===== config.mk =====
export PLATFORM = sky130hd
export DESIGN_NAME = bounded_deque_with_positional_insert_flat
export DESIGN_NICKNAME = d
export VERILOG_FILES = /design/src/sv/bdq_pkg.sv /design/src/sv/bdq_req_if.sv /design/src/sv/bdq_rsp_if.sv /design/src/sv/bounded_deque_with_positional_insert.sv /design/src/sv/bdq_cell.sv /design/src/flat_wrapper.sv
export SDC_FILE = /design/constraint.sdc
export NUM_CORES = 1
export LEC_CHECK = 0
export BUFFER_PORTS_ARGS = -buffer_cell sky130_fd_sc_hd__buf_2
export CAP_MARGIN = 20
export CORE_MARGIN = 2
export CORE_UTILIZATION = 60
export CTS_BUF_LIST = sky130_fd_sc_hd__clkbuf_2
export CTS_CLUSTER_DIAMETER = 120
export DETAILED_ROUTE_END_ITERATION = 16
export HOLD_SLACK_MARGIN = 0.15
export PLACE_DENSITY_LB_ADDON = 0.05
export SKIP_CTS_REPAIR_TIMING = 1
export SLEW_MARGIN = 40
export SYNTH_ARGS = -nofsm -noshare
export SYNTH_HDL_FRONTEND = slang
export SYNTH_HIERARCHICAL = 1
export SYNTH_SLANG_ARGS = --single-unit

===== constraint.sdc =====
create_clock -name clock -period 5.57 [get_ports clock]
set_input_delay 0.557 -clock clock [delete_from_list [all_inputs] [get_ports clock]]
set_output_delay 0.557 -clock clock [all_outputs]
set_load 0.02 [all_outputs]

===== src/sv/bdq_pkg.sv =====
// ----------------------------------------------------------------------------
// bdq_pkg
// types and constants of the bounded deque with positional insert
// ----------------------------------------------------------------------------
package bdq_pkg;

   localparam int DEPTH    = 16;
   localparam int DATA_W   = 32;
   localparam int OPCODE_W = 3;
   localparam int POS_W    = 5;
   localparam int STATUS_W = 2;
   localparam int FILL_W   = 5;

   localparam int CNT_W = $clog2(DEPTH + 1);
   localparam int IDX_W = $clog2(DEPTH);
   localparam int CMP_W = (CNT_W > POS_W) ? CNT_W : POS_W;

   localparam logic [OPCODE_W-1:0] OP_PUSH_FRONT = 3'd0;
   localparam logic [OPCODE_W-1:0] OP_PUSH_BACK  = 3'd1;
   localparam logic [OPCODE_W-1:0] OP_INSERT     = 3'd2;
   localparam logic [OPCODE_W-1:0] OP_POP_FRONT  = 3'd3;
   localparam logic [OPCODE_W-1:0] OP_POP_BACK   = 3'd4;

   localparam logic [STATUS_W-1:0] ST_OK    = 2'd0;
   localparam logic [STATUS_W-1:0] ST_FULL  = 2'd1;
   localparam logic [STATUS_W-1:0] ST_EMPTY = 2'd2;

   typedef struct packed {
      logic load;
      logic take_prev;
      logic take_next;
   } cell_ctrl_type;

endpackage


===== src/sv/bdq_req_if.sv =====
// ----------------------------------------------------------------------------
// bdq_req_if
// operation channel: opcode, value and insert index
// ----------------------------------------------------------------------------
interface bdq_req_if;

   logic                                valid;
   logic                                ready;
   logic [bdq_pkg::OPCODE_W-1:0]        opcode;
   logic signed [bdq_pkg::DATA_W-1:0]   data_value;
   logic [bdq_pkg::POS_W-1:0]           position;

   modport source (output valid, opcode, data_value, position, input ready);
   modport sink   (input valid, opcode, data_value, position, output ready);

endinterface


===== src/sv/bdq_rsp_if.sv =====
// ----------------------------------------------------------------------------
// bdq_rsp_if
// result channel: popped value, status and fill count
// ----------------------------------------------------------------------------
interface bdq_rsp_if;

   logic                                valid;
   logic                                ready;
   logic signed [bdq_pkg::DATA_W-1:0]   popped_value;
   logic [bdq_pkg::STATUS_W-1:0]        status;
   logic [bdq_pkg::FILL_W-1:0]          fill_count;

   modport source (output valid, popped_value, status, fill_count, input ready);
   modport sink   (input valid, popped_value, status, fill_count, output ready);

endinterface


===== src/sv/bounded_deque_with_positional_insert.sv =====
// ----------------------------------------------------------------------------
// bounded_deque_with_positional_insert
// deque of signed values with push, pop and insert at an index
// ----------------------------------------------------------------------------
// Takes one item per clock cycle while req.ready is high; each item gives one
// result in the cycle after it is accepted. The slots form a row of cells,
// and the cells that move all shift by one place at the same clock edge, so a
// push, insert or pop costs the same whatever the position. The result sits
// in an output register; req.ready is high while it is empty or being taken.
// ----------------------------------------------------------------------------
module bounded_deque_with_positional_insert (
   input  logic clock,
   input  logic reset,
   bdq_req_if.sink   req,
   bdq_rsp_if.source rsp
);

   bdq_pkg::cell_ctrl_type            cell_ctrl  [bdq_pkg::DEPTH];
   logic signed [bdq_pkg::DATA_W-1:0] slot_value [bdq_pkg::DEPTH];

   logic [bdq_pkg::CNT_W-1:0]    occupancy_ff;
   logic [bdq_pkg::CNT_W-1:0]    occupancy_in;
   logic                         rsp_valid_ff;
   logic                         rsp_valid_in;
   logic signed [bdq_pkg::DATA_W-1:0] popped_ff;
   logic signed [bdq_pkg::DATA_W-1:0] popped_in;
   logic [bdq_pkg::STATUS_W-1:0] status_ff;
   logic [bdq_pkg::STATUS_W-1:0] status_in;
   logic [bdq_pkg::FILL_W-1:0]   fill_ff;
   logic [bdq_pkg::FILL_W-1:0]   fill_in;

   logic                         req_accept;
   logic                         is_full;
   logic                         is_empty;
   logic                         do_put;
   logic                         do_pop_front;
   logic [bdq_pkg::CMP_W-1:0]    occ_ext;
   logic [bdq_pkg::CMP_W-1:0]    pos_ext;
   logic [bdq_pkg::CMP_W-1:0]    ins_ext;
   logic [bdq_pkg::IDX_W-1:0]    ins_idx;
   logic [bdq_pkg::IDX_W-1:0]    last_idx;

   assign req.ready  = !rsp_valid_ff || rsp.ready;
   assign req_accept = req.valid && req.ready;

   assign is_full  = (occupancy_ff == bdq_pkg::CNT_W'(bdq_pkg::DEPTH));
   assign is_empty = (occupancy_ff == '0);
   assign occ_ext  = bdq_pkg::CMP_W'(occupancy_ff);
   assign pos_ext  = bdq_pkg::CMP_W'(req.position);
   assign last_idx = bdq_pkg::IDX_W'(occupancy_ff - 1'b1);
   assign ins_idx  = ins_ext[bdq_pkg::IDX_W-1:0];

   // operation decode
   always_comb begin
      do_put       = 1'b0;
      do_pop_front = 1'b0;
      status_in    = bdq_pkg::ST_OK;
      popped_in    = '0;
      occupancy_in = occupancy_ff;
      ins_ext      = '0;
      unique case (req.opcode) inside
         bdq_pkg::OP_PUSH_FRONT, bdq_pkg::OP_PUSH_BACK, bdq_pkg::OP_INSERT: begin
            if (is_full) begin
               status_in = bdq_pkg::ST_FULL;
            end else begin
               do_put       = 1'b1;
               occupancy_in = occupancy_ff + 1'b1;
               if (req.opcode == bdq_pkg::OP_PUSH_FRONT || is_empty) begin
                  ins_ext = '0;
               end else if (req.opcode == bdq_pkg::OP_PUSH_BACK) begin
                  ins_ext = occ_ext;
               end else begin
                  ins_ext = (pos_ext == '0) ? bdq_pkg::CMP_W'(1) : pos_ext;
                  if (ins_ext > occ_ext) begin
                     ins_ext = occ_ext;
                  end
               end
            end
         end
         bdq_pkg::OP_POP_FRONT, bdq_pkg::OP_POP_BACK: begin
            if (is_empty) begin
               status_in = bdq_pkg::ST_EMPTY;
            end else begin
               occupancy_in = occupancy_ff - 1'b1;
               if (req.opcode == bdq_pkg::OP_POP_FRONT) begin
                  do_pop_front = 1'b1;
                  popped_in    = slot_value[0];
               end else begin
                  popped_in = slot_value[last_idx];
               end
            end
         end
         default: begin
         end
      endcase
   end

   assign fill_in = bdq_pkg::FILL_W'(occupancy_in);

   // per-cell shift controls
   always_comb begin
      for (int i = 0; i < bdq_pkg::DEPTH; i++) begin
         cell_ctrl[i].load      = req_accept && do_put
                                  && (bdq_pkg::IDX_W'(i) == ins_idx);
         cell_ctrl[i].take_prev = req_accept && do_put
                                  && (bdq_pkg::IDX_W'(i) > ins_idx);
         cell_ctrl[i].take_next = req_accept && do_pop_front;
      end
   end

   for (genvar g = 0; g < bdq_pkg::DEPTH; g++) begin : g_cell
      logic signed [bdq_pkg::DATA_W-1:0] prev_value;
      logic signed [bdq_pkg::DATA_W-1:0] next_value;

      if (g == 0) begin : g_first
         assign prev_value = req.data_value;
      end else begin : g_prev
         assign prev_value = slot_value[g-1];
      end

      if (g == bdq_pkg::DEPTH - 1) begin : g_last
         assign next_value = slot_value[g];
      end else begin : g_next
         assign next_value = slot_value[g+1];
      end

      bdq_cell u_cell (
         .clock      (clock),
         .ctrl       (cell_ctrl[g]),
         .data_value (req.data_value),
         .prev_value (prev_value),
         .next_value (next_value),
         .slot_value (slot_value[g])
      );
   end

   always_comb begin
      if (req_accept) begin
         rsp_valid_in = 1'b1;
      end else if (rsp.ready) begin
         rsp_valid_in = 1'b0;
      end else begin
         rsp_valid_in = rsp_valid_ff;
      end
   end

   always_ff @(posedge clock) begin
      if (reset) begin
         rsp_valid_ff <= 1'b0;
         occupancy_ff <= '0;
      end else begin
         rsp_valid_ff <= rsp_valid_in;
         if (req_accept) begin
            occupancy_ff <= occupancy_in;
         end
      end
   end

   always_ff @(posedge clock) begin
      if (req_accept) begin
         popped_ff <= popped_in;
         status_ff <= status_in;
         fill_ff   <= fill_in;
      end
   end

   assign rsp.valid        = rsp_valid_ff;
   assign rsp.popped_value = popped_ff;
   assign rsp.status       = status_ff;
   assign rsp.fill_count   = fill_ff;

endmodule


===== src/sv/bdq_cell.sv =====
// ----------------------------------------------------------------------------
// bdq_cell
// one slot of the deque; loads, shifts from a neighbor or holds
// ----------------------------------------------------------------------------
module bdq_cell (
   input  logic                                clock,
   input  bdq_pkg::cell_ctrl_type              ctrl,
   input  logic signed [bdq_pkg::DATA_W-1:0]   data_value,
   input  logic signed [bdq_pkg::DATA_W-1:0]   prev_value,
   input  logic signed [bdq_pkg::DATA_W-1:0]   next_value,
   output logic signed [bdq_pkg::DATA_W-1:0]   slot_value
);

   logic signed [bdq_pkg::DATA_W-1:0] slot_ff;
   logic signed [bdq_pkg::DATA_W-1:0] slot_in;

   always_comb begin
      if (ctrl.load) begin
         slot_in = data_value;
      end else if (ctrl.take_prev) begin
         slot_in = prev_value;
      end else if (ctrl.take_next) begin
         slot_in = next_value;
      end else begin
         slot_in = slot_ff;
      end
   end

   always_ff @(posedge clock) begin
      slot_ff <= slot_in;
   end

   assign slot_value = slot_ff;

endmodule


===== src/flat_wrapper.sv =====
// flat-port wrapper written by rule: the top's interface ports become plain ports
module bounded_deque_with_positional_insert_flat 
  (clock, reset, req_valid, req_opcode, req_data_value, req_position, req_ready, rsp_valid, rsp_popped_value, rsp_status, rsp_fill_count, rsp_ready);
  bdq_req_if req_i ();
  bdq_rsp_if rsp_i ();
  input  logic clock;
  input  logic reset;
  input wire logic [$bits(req_i.valid)-1:0] req_valid;
  input wire logic [$bits(req_i.opcode)-1:0] req_opcode;
  input wire logic [$bits(req_i.data_value)-1:0] req_data_value;
  input wire logic [$bits(req_i.position)-1:0] req_position;
  output wire logic [$bits(req_i.ready)-1:0] req_ready;
  output wire logic [$bits(rsp_i.valid)-1:0] rsp_valid;
  output wire logic [$bits(rsp_i.popped_value)-1:0] rsp_popped_value;
  output wire logic [$bits(rsp_i.status)-1:0] rsp_status;
  output wire logic [$bits(rsp_i.fill_count)-1:0] rsp_fill_count;
  input wire logic [$bits(rsp_i.ready)-1:0] rsp_ready;
  assign req_i.valid = req_valid;
  assign req_i.opcode = req_opcode;
  assign req_i.data_value = req_data_value;
  assign req_i.position = req_position;
  assign req_ready = req_i.ready;
  assign rsp_valid = rsp_i.valid;
  assign rsp_popped_value = rsp_i.popped_value;
  assign rsp_status = rsp_i.status;
  assign rsp_fill_count = rsp_i.fill_count;
  assign rsp_i.ready = rsp_ready;
  bounded_deque_with_positional_insert u_core (.clock(clock), .reset(reset), .req(req_i), .rsp(rsp_i));
endmodule

**Yosys cells after proc, flatten, opt, wreduce, memory -nomap -nowiden**

Index checks and enable logic that the tools add are counted.

- Register bits after elaboration: 557
- Output and inout port bits: 41
- Word-level logic and storage cells: 195
- Input bits: 44

- Muxes and demuxes: 70
- Equality and inequality tests: 20
- Add/sub/neg operators: 2
- Magnitude comparators: 18
- Bitwise logic cells: 2
- Reductions and logical operators: 62

Operators by type and width:

| kind | number |
|---|---|
| 32-bit 2-to-1 mux | 50 |
| 32-bit binary-select mux with 4-bit select | 1 |
| 3-bit nonzero test | 15 |
| 1-bit logical AND | 35 |
| 4-bit equality test (first input constant) | 8 |
| 4-bit greater-than comparator (first input constant) | 8 |
| 4-bit 2-to-1 mux | 5 |
| 3-bit by 4-bit equality test with 1-bit output (first input constant) | 4 |
| 3-bit by 4-bit greater-than comparator with 1-bit output (first input constant) | 4 |
| 5-bit 2-to-1 mux | 3 |
| 5-bit zero test | 2 |
| 5-bit one-hot mux with 2 select lines | 1 |
| 2-bit by 4-bit equality test with 1-bit output (first input constant) | 2 |
| 1-bit by 4-bit greater-than comparator with 1-bit output (first input constant) | 2 |
| 2-bit by 4-bit greater-than comparator with 1-bit output (first input constant) | 2 |
| 1-bit 2-to-1 mux | 8 |
| 3-bit by 2-bit equality test with 1-bit output (second input constant) | 2 |
| 5-bit by 1-bit adder with 5-bit output (second input constant) | 1 |
| 5-bit equality test (second input constant) | 1 |
| 5-bit >= comparator (second input constant) | 1 |
| 5-bit greater-than comparator | 1 |
| 4-bit inverter with 5-bit output | 1 |
| 5-bit by 1-bit subtractor with 5-bit output (second input constant) | 1 |
| 1-bit by 4-bit equality test with 1-bit output (first input constant) | 1 |
| other kinds (12) | 15 |

**Depth between registers and ports, before layout**

- Depth in word-level cells: 12
- Depth in mapped cells: 15
- Gate-level depth less buffers: 11

**Cells and area by module**

Netlist, hierarchy kept.

By module, submodules not included:

| module | sequential area each (um2) | area each (um2) | instances | cells an instance |
|---|---|---|---|---|
| bdq_cell | 960.9 | 1672.9 | 16 | 140 |
| bounded_deque_with_positional_insert | 1291.2 | 6955.4 | 1 | 668 |

**Least setup slack after synthesis**

OpenSTA, ideal clock, no wires.

- Kind: input -> register
- Start: input port req_position[2]
- End: register u_core.g_cell[5].u_cell.slot_ff (netlist bit u_core/g_cell[5].u_cell/slot_value[0]) (enable)
- Slack: 1.723 ns
- Stages on the path: 11
- Data arrival time: 3.457 ns
- Cell sequence: clkbuf_1 -> nor4_1 -> nor2_1 -> ha_1 -> o221a_2 -> o21a_1 -> buf_4 -> and4_1 -> nor4_1 -> buf_6 -> or3_1

RTL lines:

| item | line | RTL |
|---|---|---|
| from (decl) | flat_wrapper.sv:11 | `input wire logic [$bits(req_i.position)-1:0] req_position;` |
| to (signal assigned) | bdq_cell.sv:30 | `slot_ff <= slot_in;` |
| to (decl) | bdq_cell.sv:14 | `logic signed [bdq_pkg::DATA_W-1:0] slot_ff;` |

==> results.ini <==
[route]
drc = 0
vias = 25800
via_per_inst = 6.65
drtAntennaViolNets = 0
drt_iter0_drc = 3579
wl_per_cell_um = 27.4
first_pass_iters = 6
wirelength_um = 106000

[pwr]
p_int_w = 0.00698
leakage_nw = 11.5
power.switching_w = 0.00324
total_power_w = 0.0102
vdd_drop_max_uv = 184
switching_share_pct = 31.7
pwr-share-comb_pct = 19.9
clockPowerShare_pct = 29.5
powerDensity_nw_per_um2 = 284
seqPwrFrac_pct = 50.7

[sta]
finClkSkew_ns = 0.0827
finalHoldViolCount = 0
timing.setup.tns_ns = 0
report.final.slew_viol_count = 0
rsz0062_at_grt = false
hold_ws_ns = 0.273
max_freq_mhz = 222
fin_ws_ns = 1.07
worst_pin_slew_ns = 0.882
fin_crit_ns = 4.50
setup_viol = 0
fin_crit_sh_pct = 80.7
maxSlewHeadroom_pct = 41.2

[setup_path]
critPathRequiredTime_ns = 6.67
rr_startpoint = u_core/occ_ext[1]
start_kind = register
crit_end = u_core/g_cell[15].u_cell/slot_value[27]
worstPathMaxFanout = 64
r2r_cells = 10
critPathArrivalTime_ns = 5.60
cp.depth = 10
path_buf_inv = 3
reg2reg_to = u_core/g_cell[15].u_cell/slot_value[27]
end_kind = register
ff2ff_setup_slack_ns = 1.07
crit_start = u_core/occ_ext[1]
path_cells = inv_1, ha_4, nor3b_2, or3_1, nor4_4, mux2i_1, o21ba_2, buf_4, o21ai_1, dlygate4sd3_1
critical_path.max_stage_delay_ns = 0.68
worstSetupPathType = register to register
path_delay_family = buffers and inverters
critical-path-slowest-cell = or3_1

[yosys]
synth_ff_type = edfxtp_1
async_reset_ff_share_pct = 0
synthCells = 2908
synth_seq_cells = 557
synth_nets = 2960
avgSynthCellArea_um2 = 11.6
ys_seq_area_share_pct = 49.4
synth_edf_count = 551
synth_area_um2 = 33700
synth_cell_types = 66
yosysWarnings = 6

[clock_network]
ctsLongestPathBuffers = 3
insertion_delay_ns = 1.35
htree_levels = 4
cts.sinks = 557
path_clk_slew_ns = 0.11
cts_buffers = 152
cts-root-buf = clkbuf_2
cts_tree = yes

[grt]
grt_pass1_vias = 25400
grt_use_total_pct = 37.0
antenna_found_initial = 2
grt_max_degree = 65
grt_pass1_wl_um = 158000
overflow = 0

[floorplan]
die_w_um = 241
num_io_pins = 85
num_rows = 86
die_y_um = 241
initial_core_util_pct = 61.0
dieArea_um2 = 58100
core_um2 = 55300

[layout]
drive_gt1_share_pct = 18.9
fin_nets = 3073
final_cell_mix = nand2_1 (658), edfxtp_1 (551), mux2i_1 (525)
area_delta_synth_final_pct = 6.76
layout_commonest_cell = nand2_1

[place]
place_ws_ns = 1.19
io_buffers = 84
gp_congestion = 0.895
dp_hpwl_um = 62500

[hold_path]
hold_class = input port to register

[run]
drv_cap = 0

[outcome]
status = finished, final reports clean

==> metrics by stage <==
stage / area [um^2] / utilization, % / cells
2_1_floorplan: 33700 / - / 2908
3_3_place_gp: 34000 / 61.5 / 3561
3_5_place_dp: 34100 / 61.7 / 3564
4_1_cts: 35500 / 64.1 / 3822
5_1_grt: 36000 / 65.1 / 3874
6_report: 36000 / 65.1 / 3875
==> cells in the mapped netlist (32+ instances only) <==
cell      number  share of area (%)
mux2i_1      525                 16
o21ai_0       43               0.64
nand3_1       38               0.56
mux4_2       128                8.5
edfxtp_1     551                 49
nand4_1       37               0.69
a32o_1        32               0.95
nand2_1      658                7.3
buf_2        118                1.8
buf_12        48                2.8
o21ai_1      480                7.1
clkbuf_1      57               0.63
==> layout make-up <==
| type | count | area [um^2] |
|---|---|---|
| clock inverters | 40 | 275 |
| repair buffers | 213 | 1690 |
| multi-input cells | 2087 | 15300 |
| diodes | 2 | 5.00 |
| well taps | 748 | 936 |
| flip-flops and latches | 557 | 16700 |
| fillers | 4423 | 19300 |
| inverters | 10 | 40.0 |
| clock buffers | 218 | 1090 |
==> worst min-delay path: stages <==
cell	delay (ns)
buf_2	0.23
a311oi_4	0.17
buf_4	0.26
mux2i_1	0.16
o21ai_1	0.11
==> cells by family (layout without fill, tap and decap cells) <==
kind of cell,after synthesis,count (layout),synth area share [%]
multiplexers,656,656,24.2
AND/OR/NAND/NOR,821,821,10.2
AO/OA/AOI/OAI,597,597,9.64
adder cells (fa/ha/maj),8,8,0.297
XOR/XNOR,4,4,0.104
other,1,3,0.0111
buffers and inverters,264,481,6.13
flip-flops,557,557,49.4
==> per-layer routing <==
layer | routed length (um) | track usage (%) | part of all wire, % | vias up
met5 | 13 | 0 | 0.012 | -
met4 | 4400 | 16.7 | 4.2 | 2
met3 | 12700 | 8.89 | 12 | 262
met2 | 47800 | 56.1 | 45 | 1821
met1 | 41100 | 50.9 | 39 | 12500
li1 | - | - | - | 11200
==> flip-flops by register name (all words and copies together) (netlist names) <==
signal and flops:
u_core/g_cell.u_cell/slot_value 512, u_core/rsp.popped_value 32, u_core/occ_ext 5, u_core/rsp.fill_count 5
u_core/rsp.status 2, u_core/rsp.valid 1
==> worst min-delay path by stage <==
stage	from	endpoint	slack, ns	cells after the start
4_1_cts	req_valid	u_core/rsp.valid	-0.64	3
2_1_floorplan	u_core/occ_ext[4]	u_core/occ_ext[4]	0.49	2
3_5_place_dp	u_core/occ_ext[4]	u_core/occ_ext[4]	0.54	2
5_1_grt	req_position[3]	u_core/g_cell[15].u_cell/slot_value[26]	0.22	5
6_report	req_position[3]	u_core/g_cell[15].u_cell/slot_value[22]	0.27	5
3_3_place_gp	u_core/occ_ext[4]	u_core/occ_ext[4]	0.54	2
==> power by group through the flow <==
stage               sequential (W)  combinational (W)  clock, W
finish                     0.00518            0.00203   0.00301
global route               0.00521            0.00214   0.00328
CTS                        0.00518            0.00196   0.00308
detailed placement         0.00527            0.00195         0
global placement           0.00526            0.00189         0
floorplan                  0.00521            0.00134         0
Note: power is estimated with default switching activity, not from simulation.
